<file path="config.mk">
export PLATFORM = sky130hd
export DESIGN_NAME = skt_ctrl
export DESIGN_NICKNAME = d
export VERILOG_FILES = /design/src/hdl/skt_pkg.sv /design/src/hdl/skt_ctrl.sv
export SDC_FILE = /design/constraint.sdc
export NUM_CORES = 1
export LEC_CHECK = 0
export BUFFER_PORTS_ARGS = -buffer_cell sky130_fd_sc_hd__buf_2
export CORE_AREA = 2 2 39 41
export CTS_CLUSTER_DIAMETER = 200
export DETAILED_ROUTE_END_ITERATION = 10
export DIE_AREA = 0 0 41 43
export GPL_TIMING_DRIVEN = 0
export PLACE_DENSITY = 0.3
export SYNTH_ARGS = -nofsm -noshare
export SYNTH_HDL_FRONTEND = slang
export SYNTH_SLANG_ARGS = --single-unit
</file>
<file path="constraint.sdc">
create_clock -name clk -period 1.4 [get_ports clk]
set_input_delay 0.07 -clock clk [delete_from_list [all_inputs] [get_ports clk]]
set_output_delay 0.07 -clock clk [all_outputs]
set_load 0.005 [all_outputs]
</file>
<file path="src/hdl/skt_pkg.sv">
`timescale 1ns / 1ps
// ----------------------------------------------------------------------------
// skt_pkg
// Shared types, widths and codes of the sorted key table.
// ----------------------------------------------------------------------------
package skt_pkg;

  // Default sizes of the table
  localparam int unsigned CAPACITY_DEF     = 64;
  localparam int unsigned KEY_BITS_DEF     = 16;
  localparam int unsigned PAYLOAD_BITS_DEF = 16;

  // Field widths on the stream ports
  localparam int unsigned CMD_W     = 2;
  localparam int unsigned KEY_W     = 16;
  localparam int unsigned PAYLOAD_W = 16;
  localparam int unsigned RANK_W    = 6;
  localparam int unsigned STATUS_W  = 3;
  localparam int unsigned COUNT_W   = 7;

  localparam int unsigned IN_DATA_W  = 40;
  localparam int unsigned OUT_DATA_W = 40;

  // Operation codes
  localparam logic [CMD_W-1:0] OP_INSERT = 2'd0;
  localparam logic [CMD_W-1:0] OP_SEARCH = 2'd1;
  localparam logic [CMD_W-1:0] OP_DELETE = 2'd2;
  localparam logic [CMD_W-1:0] OP_READ   = 2'd3;

  // Result status codes
  localparam logic [STATUS_W-1:0] ST_OK       = 3'd0;
  localparam logic [STATUS_W-1:0] ST_DUP      = 3'd1;
  localparam logic [STATUS_W-1:0] ST_NOTFOUND = 3'd2;
  localparam logic [STATUS_W-1:0] ST_EMPTY    = 3'd3;
  localparam logic [STATUS_W-1:0] ST_FULL     = 3'd4;
  localparam logic [STATUS_W-1:0] ST_RANGE    = 3'd5;

  // Commands from controller to datapath
  typedef struct packed {
    logic capture;   // latch the command and compare it against every entry
    logic execute;   // apply the update and load the result register
  } skt_ctrl_t;

endpackage

</file>
<file path="src/hdl/skt_ctrl.sv">
`timescale 1ns / 1ps
// ----------------------------------------------------------------------------
// skt_ctrl
// Sequencer: accepts a command, runs the update step once the result
// register is free, and owns the result valid flag.
// ----------------------------------------------------------------------------
module skt_ctrl (
  input  logic             clk,
  input  logic             rst_n,
  input  logic             in_tvalid,
  output logic             in_tready,
  output logic             out_tvalid,
  input  logic             out_tready,
  output skt_pkg::skt_ctrl_t ctrl
);
  import skt_pkg::*;

  typedef enum logic [1:0] {
    S_IDLE = 2'b01,
    S_EXEC = 2'b10
  } state_t;

  state_t state_r, state_nxt;
  logic   out_valid_r, out_valid_nxt;
  logic   capture, execute;

  assign in_tready  = (state_r == S_IDLE);
  assign capture    = in_tvalid && in_tready;
  // hold the update until the previous result has been taken
  assign execute    = (state_r == S_EXEC) && (!out_valid_r || out_tready);
  assign out_tvalid = out_valid_r;

  assign ctrl.capture = capture;
  assign ctrl.execute = execute;

  always_comb begin
    state_nxt = state_r;
    case (state_r)
      S_IDLE: begin
        if (capture) state_nxt = S_EXEC;
      end
      S_EXEC: begin
        if (execute) state_nxt = S_IDLE;
      end
      default: state_nxt = S_IDLE;
    endcase
  end

  always_comb begin
    out_valid_nxt = out_valid_r;
    if (execute) begin
      out_valid_nxt = 1'b1;
    end else if (out_tready) begin
      out_valid_nxt = 1'b0;
    end
  end

  always_ff @(posedge clk) begin
    if (!rst_n) begin
      state_r     <= S_IDLE;
      out_valid_r <= 1'b0;
    end else begin
      state_r     <= state_nxt;
      out_valid_r <= out_valid_nxt;
    end
  end

endmodule

</file>
---- Word level (Yosys, flattened, before mapping) ----
Cells that the tools add are included.
W data, S select, Z words.
storage, ports and cells
  register bits after elaboration ......... 3
  latch bits .............................. 0
  bits in writable memories ............... 0
  bits in read-only memories .............. 0
  input port bits ......................... 4
  output and inout bits ................... 4
  logic and storage cells ................. 17
  memories kept ........................... 0
cells by class
  $add $sub $neg .......................... 0
  $mul .................................... 0
  divide/modulo/power cells ............... 0
  $lt $le $gt $ge ......................... 0
  equality and inequality tests ........... 4
  shifts and indexed selects .............. 0
  muxes and demuxes ....................... 5
  bitwise gates (word level) .............. 0
  reductions and logical operators ........ 6
operators by type and width
  operator              number
  $mux W2               2
  $pmux W2 S2           1
  $eq A2 B1 Y1 const B  1
  $eq A2 B2 Y1 const B  1
  $logic_and A1 B1 Y1   2
  $mux W1               2
  $ne A2 B1 Y1 const B  1
  $ne A2 B2 Y1 const B  1
  $reduce_and A2 Y1     1
  $reduce_bool A2 Y1    1
  $logic_not A1 Y1      1
  $logic_or A1 B1 Y1    1

---- Longest topological paths before layout ----
Gate-level depths: netlist of run 1.
  depth after elaboration ................. 5
  depth in mapped cells ................... 3
  mapped depth without buffers ............ 2

---- Least setup slack after synthesis of run 1 ----
OpenSTA, ideal clock, no wires.
  path type ............................... flip-flop to flip-flop
  from .................................... reg out_valid_r, in the netlist out_tvalid
  to ...................................... reg state_r[1]
  setup time .............................. 115 ps
  arrival time ............................ 680 ps
  path slack .............................. 606 ps
  stages on the path, launching flop included .. 3
  clock period less this slack ............ 794 ps
  cell sequence ........................... dfxtp_1 -> and4bb_1 -> o21a_1
on the way
  cells in the longest elaborated chain, start to end .. 5
RTL lines
  what                                line            RTL
  from (decl)                         skt_ctrl.sv:24  logic out_valid_r, out_valid_nxt;
  from (signal assigned)              skt_ctrl.sv:64  out_valid_r <= out_valid_nxt;
  $logic_not A1 Y1                    skt_ctrl.sv:30  assign execute = (state_r == S_EXEC) && (!out_valid_r || out_tready);
  $logic_or A1 B1 Y1                  skt_ctrl.sv:30
  $logic_and A1 B1 Y1                 skt_ctrl.sv:30
  $ne A2 B2 Y1 (no source line)       -
  $reduce_and A2 Y1 (no source line)  -
  to (signal assigned)                skt_ctrl.sv:63  state_r <= state_nxt;
  to (decl)                           skt_ctrl.sv:23  state_t state_r, state_nxt;
Every way passes these cells.
A chain may end at the register's enable or synchronous reset.

---- Worst setup path after layout of run 1 ----
  from .................................... reg state_r[1]
  to ...................................... out ctrl[1] (netlist name)
on the way
  cells in the longest elaborated chain, start to end .. 2
RTL lines
  what                 line            RTL
  $eq A2 B1 Y1         skt_ctrl.sv:27  assign in_tready = (state_r == S_IDLE);
  $logic_and A1 B1 Y1  skt_ctrl.sv:28  assign capture = in_tvalid && in_tready;
  to (decl)            skt_ctrl.sv:14  output skt_pkg::skt_ctrl_t ctrl
Every way passes these cells.

==> summary.md, run 1 <==
| Metric | Value |
|---|---|
| Status | `finished, final reports clean` |
| GP Congestion | `0.535` |
| Placed Cells | `37` |
| Kind of critical path | `reg -> out` |
| HP Class | `in -> reg` |
| Setup-violating endpoint count in the final report | `0` |
| Vias in the first global route | `122` |
| Max-slew violations | `0` |
| Pint | `0.214 mW` |
| Share of power burned in registers | `34.0%` |
| Buffers from clock root to sink, at most | `2` |
| Part of the cycle the worst path needs | `79.2%` |
| Area grow syn2layout | `57.5%` |
| Initial Util | `10.2%` |
| GR Overflow Total | `0` |
| Worst-margin pin slew | `0.112 ns` |
| Postcts setup bufs | `0` |
| Final hold violations | `0` |
| Worst Path Arrival | `1.04 ns` |
| MaxCap Viol Count | `0` |
| Worst slew margin | `92.5%` |
| Cell area after synthesis | `141 sq um` |
| Worst Setup Start Kind | `register` |
| Total GRT Usage | `4.61%` |
| Pwr/cell area | `1230 nW/um^2` |
| Syn Inst Count | `14` |
| Buffers added on ports | `7` |
| Total core area | `1380 sq um` |
| Leading area contributor after synthesis | `dfxtp_1` |
| Required @ worst endpoint | `1.33 ns` |
| Footprint of the multi-input gates | `66.3 sq um` |
| Maximum number of pins on one net before global-route repair | `5` |
| I/O pin cnt | `8` |
| CTS root buf | `clkbuf_4` |
| Yosys top cell area share | `42.5%` |
| Net count after synthesis | `18` |
| # diodes | `0` |
| Synth area leaders | `dfxtp_1 (42%), buf_4 (11%), and4bb_1 (8.8%)` |
| ANT nets after route | `0` |
| Sw Share | `21.6%` |
| H-tree Lvls | `1` |
| Vias per cell | `3.17` |
| Pre-CTS setup slack | `0.542 ns` |
| Worst Path Max Fanout | `4` |
| Crit path capture type | `output port` |
| Max Fclk | `0.902 GHz` |
| Reg clk slew, reported paths | `0.04 ns` |
| FF+latch count, synth | `3` |
| Syn avg cell area | `10.1 sq um` |
| Rows | `14` |
| Nets@finish | `30` |
| Detailed Route Iter0 Violations | `0` |
| TNS Setup | `0 ns` |
| Drt pass-1 iters | `1` |
| Die height | `43 microns` |
| Clock tree sinks | `3` |
| Residual DRC | `0` |
| Leak | `0.106 nW` |
| Setup ws final | `0.291 ns` |
| CTS tree | `yes` |
| Fin Clk Skew | `0.000415 ns` |
| Total wire length | `281 microns` |
| Sw Pwr | `0.0589 mW` |
| # fillers | `160` |
| Fin crit period | `1.11 ns` |
| Wirelength per Cell | `6.85 microns` |
| Total power | `0.273 mW` |
| Reg area | `60.1 sq um` |
| Antenna violations before repair | `0` |
| Unrepaired setup endpoints after global routing | `false` |
| Post-CTS Resized | `0` |
| Logic gate share of total power | `9.5%` |
| Layout cells sized above 1 | `48.0%` |
| Global-route wire length before repair | `448 microns` |
| Cts bufs inserted | `3` |
| DR vias | `130` |
| Full die area | `1760 sq um` |
| Die X | `41 microns` |
| Clk pwr share | `56.4%` |
| Clk_lat worst skew | `0.23 ns` |
| Post-synthesis sequential area ratio | `42.5%` |
| Hold bufs inserted after CTS | `0` |
| Worst vdd rail ir drop | `0.198 mV` |
| Non-Filler Instances | `41` |
| Netlist cell types | `9` |
| Ys Warns | `0` |
## power by group through the flow
stage | sequential, mW | combinational, mW | clock, mW
floorplan | 0.0937 | 0.0151 | 0
global placement | 0.0946 | 0.0266 | 0
detailed placement | 0.0944 | 0.0266 | 0
CTS | 0.0931 | 0.0267 | 0.163
global route | 0.0937 | 0.0292 | 0.171
finish | 0.0930 | 0.0261 | 0.154
## worst paths after layout
kind	startpoint	to	slack, ns	depth (start not counted)
worst min-delay path	rst_n	state_r[0]	0.04	2
worst min register to register	out_tvalid	out_tvalid	0.50	2
worst max register to register	state_r[1]	state_r[1]	0.56	2
worst max-delay path	state_r[1]	ctrl[1]	0.29	3
## cells in the mapped netlist
cell	instances
and3b_1	1
nand2b_1	2
dfxtp_1	3
o21a_1	1
nor2b_1	2
buf_4	2
a21boi_1	1
o21ai_1	1
and4bb_1	1
## cells by family (layout without fill, tap and decap cells)
family | after synthesis | count (layout) | synth area share [%]
AO/OA/AOI/OAI | 3 | 3 | 14.2
buffers and inverters | 2 | 13 | 10.6
flip-flops | 3 | 3 | 42.5
AND/OR/NAND/NOR | 6 | 6 | 32.7
## placed cells by master (no fill, tap or decap)
| cell | count |
|---|---|
| clkbuf_1 | 1 |
| and3b_1 | 1 |
| buf_2 | 7 |
| dfxtp_1 | 3 |
| a21boi_1 | 1 |
| clkbuf_4 | 3 |
| nor2b_1 | 2 |
| and4bb_1 | 1 |
| o21a_1 | 1 |
| o21ai_1 | 1 |
| nand2b_1 | 2 |
| buf_4 | 2 |
## worst max-delay path: stages, from the launching register on
cell	delay (ns)
dfxtp_1	0.35
and3b_1	0.21
buf_4	0.13
buf_2	0.11
## layout make-up
class	count	share of cell area, %
multi-input cells	9	29.8
flip-flops and latches	3	27.0
repair buffers	7	15.7
clock buffers	4	11.8
well taps	16	8.99
plain buffers	2	6.74
## per-stage QoR
step	hold slack, ns	cell area, sq um	util (%)
after floorplan	0.150	141	-
after global placement	0.279	196	14.2
after detailed placement	0.286	196	14.2
after CTS	0.0324	223	16.1
after global routing	0.0655	223	16.1
final	0.0370	223	16.1
## sequential cells by signal, indices dropped and copies added (netlist names)
name,flops
out_tvalid,1
state_r,2
## routing by layer
metal / share of wire [%] / global-route usage (%) / vias up
li1: - / - / 69
met1: 42 / 4.17 / 54
met2: 46 / 4.69 / 7
met3: 12 / 4.71 / 0
met4: 0 / 6.00 / 0
met5: 0 / 0 / -
No activity file was read; power rests on OpenSTA's default activity.
==> run 2: changes to the inputs <==
==> constraint.sdc (replaced) <==
create_clock -name clk -period 1.1 [get_ports clk]
set_input_delay 0.055 -clock clk [delete_from_list [all_inputs] [get_ports clk]]
set_output_delay 0.055 -clock clk [all_outputs]
set_load 0.005 [all_outputs]
==> run 2 against run 1 <==
Net effect: combinational power grew 39%; final cell count shrank 2.4%; utilization grew 0.99 points; power grew 30%; sequential power grew 29%; count of clock-buffer cells in the layout is the same; sequential cell count is the same; non-clock buffer count shrank 1; sequential share of layout area grew 1.1 points; largest cell class unchanged; largest power group unchanged.
==> summary.md, run 2 (synthesized netlist as in run 1, its figures left out) <==
| Metric | Value |
|---|---|
| Max Fclk | `0.960 GHz` |
| Clk pwr share | `56.2% (-0.2 points)` |
| R2R setup slack | `0.24 ns (-0.32 ns)` |
| Total GRT Usage | `4.61% (unchanged)` |
| Sw Share | `22.6% (+1.1 points)` |
| I/O pin cnt | `8 (unchanged)` |
| Leak | `0.111 nW (+5.3%)` |
| Number of flip-flops in the largest register | `2 (unchanged)` |
| Global-route wire length before repair | `448 microns (unchanged)` |
| Unrepaired setup endpoints after global routing | `false` |
| GR Overflow Total | `0 (unchanged)` |
| DR vias | `126 (-3.1%)` |
| Setup-violating endpoint count in the final report | `0 (unchanged)` |
| Worst slew margin | `91.9% (-0.64 points)` |
| Nets@finish | `29 (-3.3%)` |
| Fin Clk Skew | `0.00495 ns (+0.00453 ns)` |
| R2r worst-path depth | `2 (unchanged)` |
| Buffers added on ports | `7 (unchanged)` |
| Vias in the first global route | `122 (unchanged)` |
| GP Congestion | `0.535 (unchanged)` |
| Maximum number of pins on one net before global-route repair | `5 (unchanged)` |
| Worst Setup Start Kind | `register` |
| TNS Setup | `0 ns (unchanged)` |
| Part of the cycle the worst path needs | `94.7%` |
| Layout cells sized above 1 | `66.7% (+19 points)` |
| Setup ws final | `0.0588 ns (-0.232 ns)` |
| RR Endpoint | `state_r[1]` |
| Pint | `0.275 mW (+28%)` |
| Die X | `41 microns (unchanged)` |
| Dpl cell area | `196 sq um (unchanged)` |
| Required @ worst endpoint | `1.04 ns (-0.29 ns)` |
| Clk_lat worst skew | `0.24 ns (about the same)` |
| Wirelength per Cell | `8.33 microns (+21%)` |
| Worst-margin pin slew | `0.122 ns (+0.00947 ns)` |
| ANT nets after route | `0 (unchanged)` |
| Drt pass-1 iters | `2 (+1)` |
| Worst Path Arrival | `0.99 ns (-0.05 ns)` |
| WHS Path Cells | `2 (unchanged)` |
| Residual DRC | `0 (unchanged)` |
| # fillers | `162 (+1.3%)` |
| Kind of critical path | `reg -> out` |
| Vias per cell | `3.15 (-0.65%)` |
| MaxCap Viol Count | `0 (unchanged)` |
| Cts bufs inserted | `3 (unchanged)` |
| Max-slew violations | `0 (unchanged)` |
| H-tree Lvls | `1 (unchanged)` |
| # diodes | `0 (unchanged)` |
| Initial Util | `10.2% (unchanged)` |
| Commonest non-fill, non-tap cell in the layout | `buf_2` |
| Sw Pwr | `0.0805 mW (+37%)` |
| Most frequent cells in the layout | `buf_2 (6), clkbuf_4 (3), nor2b_1 (2), dfxtp_2 (2)` |
| HP Class | `in -> reg` |
| Pwr/cell area | `1500 nW/um^2 (+23%)` |
| Buffers from clock root to sink, at most | `2 (unchanged)` |
| Area grow syn2layout | `67.3%` |
| Footprint of the multi-input gates | `75.1 sq um (+13%)` |
| Full die area | `1760 sq um (unchanged)` |
| Share of power burned in registers | `33.6% (-0.4 points)` |
| Worst vdd rail ir drop | `0.221 mV (+11%)` |
| Fin crit period | `1.04 ns` |
| Status | `finished, final reports clean` |
| Logic gate share of total power | `10.2% (+0.7 points)` |
| Largest register by flop count | `state_r` |
| Crit path capture type | `output port` |
| Detailed Route Iter0 Violations | `2 (+2)` |
| Post-route cell area | `236 sq um (+6.2%)` |
| Worst Path Max Fanout | `3 (-1)` |
| Hold Path Origin | `rst_n` |
| Rows | `14 (unchanged)` |
| Total wire length | `333 microns (+19%)` |
| Pre-CTS setup slack | `0.257 ns (-0.285 ns)` |
| Clock tree sinks | `3 (unchanged)` |
| Die height | `43 microns (unchanged)` |
| Antenna violations before repair | `0 (unchanged)` |
| Worst r2r src | `state_r[1]` |
| Reg area | `66.3 sq um (+10%)` |
| Final hold violations | `0 (unchanged)` |
| Total core area | `1380 sq um (unchanged)` |
| Hold Path Sink | `state_r[0]` |
| Reg clk slew, reported paths | `0.04 ns (about the same)` |
| CTS root buf | `clkbuf_4` |
| CTS tree | `yes` |
run 2: worst max path at each step:
stage                     from         end  slack, ns  cells after the start
global route        out_tvalid     ctrl[0]     0.0004                      4
global placement    state_r[1]     ctrl[1]       0.24                      3
CTS                 state_r[0]     ctrl[0]       0.02                      4
floorplan           out_tvalid  state_r[1]       0.31                      2
finish              out_tvalid     ctrl[0]       0.06                      4
detailed placement  state_r[1]     ctrl[1]       0.26                      3
run 2: final cells by class:
type | instances | share of cell area [%]
buffer | 1 | 3.17
clock buffer | 4 | 11.1
multi-input combinational | 9 | 31.7
sequential | 3 | 28.0
tap | 16 | 8.47
timing repair buffer | 7 | 17.5
run 2: per-layer routing:
metal	wire [microns]	global-route usage (%)	vias up
li1	-	-	65
met1	117	4.17	56
met2	185	4.69	5
met3	30	4.71	0
met4	0	6.00	0
met5	0	0	-
run 2: worst max-delay path, cell delays in order, from the launching register on:
cell	delay (ns)
dfxtp_2	0.33
nand2b_1	0.07
nor2b_1	0.13
buf_4	0.12
buf_2	0.11
run 2: power groups by stage:
stage	logic (mW)	registers, mW	clock network [mW]
3_5_place_dp	0.0338	0.120	0
5_1_grt	0.0393	0.121	0.223
4_1_cts	0.0340	0.119	0.207
6_report	0.0362	0.120	0.200
3_3_place_gp	0.0338	0.120	0
2_1_floorplan	0.0193	0.119	0
run 2: what timing repair did:
item,in CTS,in global routing
gates cloned,0,0
setup buffers,0,0
hold buffers,0,0
gates resized for setup,1,6
setup endpoints to repair,1,2
run 2: per-stage QoR:
stage / hold slack, ns / utilization (%) / power (mW) / std cells
after floorplan: 0.135 / - / 0.139 / 14
after global placement: 0.264 / 14.2 / 0.154 / 37
after detailed placement: 0.271 / 14.2 / 0.154 / 37
after CTS: 0.0174 / 16.2 / 0.360 / 41
after global routing: 0.0419 / 17.1 / 0.383 / 40
final: 0.0231 / 17.1 / 0.356 / 40
==> run 3: changes to the inputs <==
==> constraint.sdc (replaced) <==
create_clock -name clk -period 1.1 [get_ports clk]
set_input_delay 0.055 -clock clk [delete_from_list [all_inputs] [get_ports clk]]
set_output_delay 0.055 -clock clk [all_outputs]
set_load 0.1 [all_outputs]
==> run 3 against run 2 <==
Net effect: the flow now finishes with violations (setup timing); register-to-register slack got worse by 0.14 ns; utilization rose by 3.2 points; combinational power rose to 3.2 times the previous value; clock power fell by 5%; routed wire length fell by 15%; setup slack got worse by 0.079 ns; global-route usage rose by 1.2 points; die area did not move; clock skew fell by 0.0047 ns; final area rose by 19%; sequential cell count did not move.
==> summary.md, run 3 (synthesized netlist as in run 1, its figures left out) <==
| Metric | Value |
|---|---|
| Status | `finished, violations left` |
| Failing checks | `setup timing` |
| Total core area | `1380 sq um (unchanged)` |
| Post-layout util | `20.3% (+3.2 points)` |
| Fin crit period | `1.12 ns (+0.0788 ns)` |
| Leak | `0.132 nW (+19%)` |
| Setup-violating endpoint count in the final report | `1 (+1)` |
| Total wire length | `284 microns (-15%)` |
| Unrepaired setup endpoints after global routing | `true` |
| Kind of critical path | `reg -> out` |
| Drt pass-1 iters | `1 (-1)` |
| Worst setup path end | `ctrl[0]` |
| MaxCap Viol Count | `0 (unchanged)` |
| Initial Util | `10.2% (unchanged)` |
| Area grow syn2layout | `98.2%` |
| Commonest non-fill, non-tap cell in the layout | `buf_2` |
| GP Congestion | `0.598 (+12%)` |
| ANT nets after route | `0 (unchanged)` |
| HP Class | `in -> reg` |
| Maximum number of pins on one net before global-route repair | `5 (unchanged)` |
| Footprint of the multi-input gates | `82.6 sq um (+10%)` |
| Die height | `43 microns (unchanged)` |
| Part of the cycle the worst path needs | `102% (+7.2 points)` |
| I/O pin cnt | `8 (unchanged)` |
| TNS Setup | `-0.0200 ns (-0.0200 ns)` |
| Buffers from clock root to sink, at most | `2 (unchanged)` |
| Largest register by flop count | `state_r` |
| Worst Path Max Fanout | `4 (+1)` |
| Total power | `0.425 mW (+19%)` |
| Full die area | `1760 sq um (unchanged)` |
| Max Fclk | `0.893 GHz (-7.0%)` |
| DP HPWL | `233 microns` |
| Residual DRC | `0 (unchanged)` |
| Die X | `41 microns (unchanged)` |
| GR Overflow Total | `0 (unchanged)` |
| Hold bufs inserted after CTS | `0 (unchanged)` |
| RR Endpoint | `state_r[1]` |
| Worst vdd rail ir drop | `0.425 mV (+93%)` |
| Total GRT Usage | `5.82% (+1.2 points)` |
| Required @ worst endpoint | `1.04 ns (about the same)` |
| Hold Path Origin | `rst_n` |
| Most frequent cells in the layout | `buf_2 (4), buf_4 (3), clkbuf_4 (3)` |
| Antenna violations before repair | `0 (unchanged)` |
| # diodes | `0 (unchanged)` |
| DR vias | `133 (+5.6%)` |
| Worst r2r src | `state_r[1]` |
| Clk_lat worst skew | `0.23 ns (about the same)` |
| Crit path capture type | `output port` |
| Reg area | `68.8 sq um (+3.8%)` |
| Global-route wire length before repair | `524 microns (+17%)` |
| Pre-CTS setup slack | `-0.0828 ns (-0.340 ns)` |
| Clock tree sinks | `3 (unchanged)` |
| Detailed Route Iter0 Violations | `0 (-2)` |
| R2R setup slack | `0.10 ns (-0.14 ns)` |
| H-tree Lvls | `1 (unchanged)` |
| Worst slew margin | `67.9% (-24 points)` |
| Cts bufs inserted | `3 (unchanged)` |
| Layout cells sized above 1 | `72.0% (+5.3 points)` |
| Fin Clk Skew | `0.000206 ns (-0.00474 ns)` |
| Worst Path Arrival | `1.07 ns (+0.08 ns)` |
| Pwr/cell area | `1520 nW/um^2 (+0.78%)` |
| Reg clk slew, reported paths | `0.03 ns (about the same)` |
| Rows | `14 (unchanged)` |
| Number of flip-flops in the largest register | `2 (unchanged)` |
| Vias per cell | `3.24 (+3.0%)` |
| Wirelength per Cell | `6.93 microns (-17%)` |
| Hold_ws | `0.0137 ns (-0.00939 ns)` |
| Max-slew violations | `0 (unchanged)` |
| # fillers | `159 (-1.9%)` |
| CTS tree | `yes` |
| Setup ws final | `-0.0200 ns (-0.0788 ns)` |
| Nets@finish | `30 (+3.4%)` |
| Vias in the first global route | `127 (+4.1%)` |
| Worst Setup SP | `state_r[0]` |
| Worst Setup Start Kind | `register` |
| R2r worst-path depth | `3 (+1)` |
| CTS root buf | `clkbuf_4` |
| Worst-margin pin slew | `0.485 ns (+0.363 ns)` |
| Buffers added on ports | `7 (unchanged)` |
| Final hold violations | `0 (unchanged)` |
[run 3: changes by cell type in the layout (fill, tap and decap cells not counted), sizes merged]
cell  before  now
buf        8    9
[run 3: report_power, final]
part / switching, mW / leakage (nW) / internal, mW
Sequential: 0.00651 / 0.0258 / 0.113
Clock: 0.0534 / 0.0150 / 0.136
Combinational: 0.0743 / 0.0916 / 0.0424
Total: 0.134 / 0.132 / 0.291
[run 3: metal layers]
metal / wire length [microns] / track usage (%) / share of wire, %
met1: 121 / 5.77 / 43
met2: 111 / 4.06 / 39
met3: 50 / 9.42 / 18
met4: 0 / 6.00 / 0
met5: 0 / 0 / 0
[run 3: worst max-delay path, cell delays in order, from the launching register on]
cell	delay, ns
dfxtp_2	0.32
nand2b_4	0.13
nor2b_1	0.10
buf_4	0.12
buf_12	0.16
[run 3: worst min-delay path by stage]
| stage | endpoint | slack [ns] | depth (start not counted) |
|---|---|---|---|
| global route | state_r[0] | 0.03 | 2 |
| global placement | state_r[0] | 0.27 | 2 |
| CTS | state_r[0] | 0.02 | 2 |
| finish | state_r[0] | 0.01 | 2 |
| floorplan | state_r[0] | 0.13 | 1 |
| detailed placement | state_r[0] | 0.27 | 2 |
[run 3: area by class of cell]
class / instances / area share [%]
Multi-Input combinational cell: 9 / 29.5
Timing Repair Buffer: 8 / 26.8
Sequential cell: 3 / 24.6
Clock buffer: 4 / 9.37
Tap cell: 16 / 7.14
Buffer: 1 / 2.68
[run 3: per-stage QoR]
stage          cells  instance area (sq um)
2_1_floorplan     14                    153
3_3_place_gp      37                    208
3_5_place_dp      37                    208
4_1_cts           41                    275
5_1_grt           41                    280
6_report          41                    280
[run 3: what timing repair did]
action	4_1_cts	5_1_grt
gates cloned	0	0
setup buffers	0	1
gates resized for setup	13	2
endpoints found under the setup margin	3	3
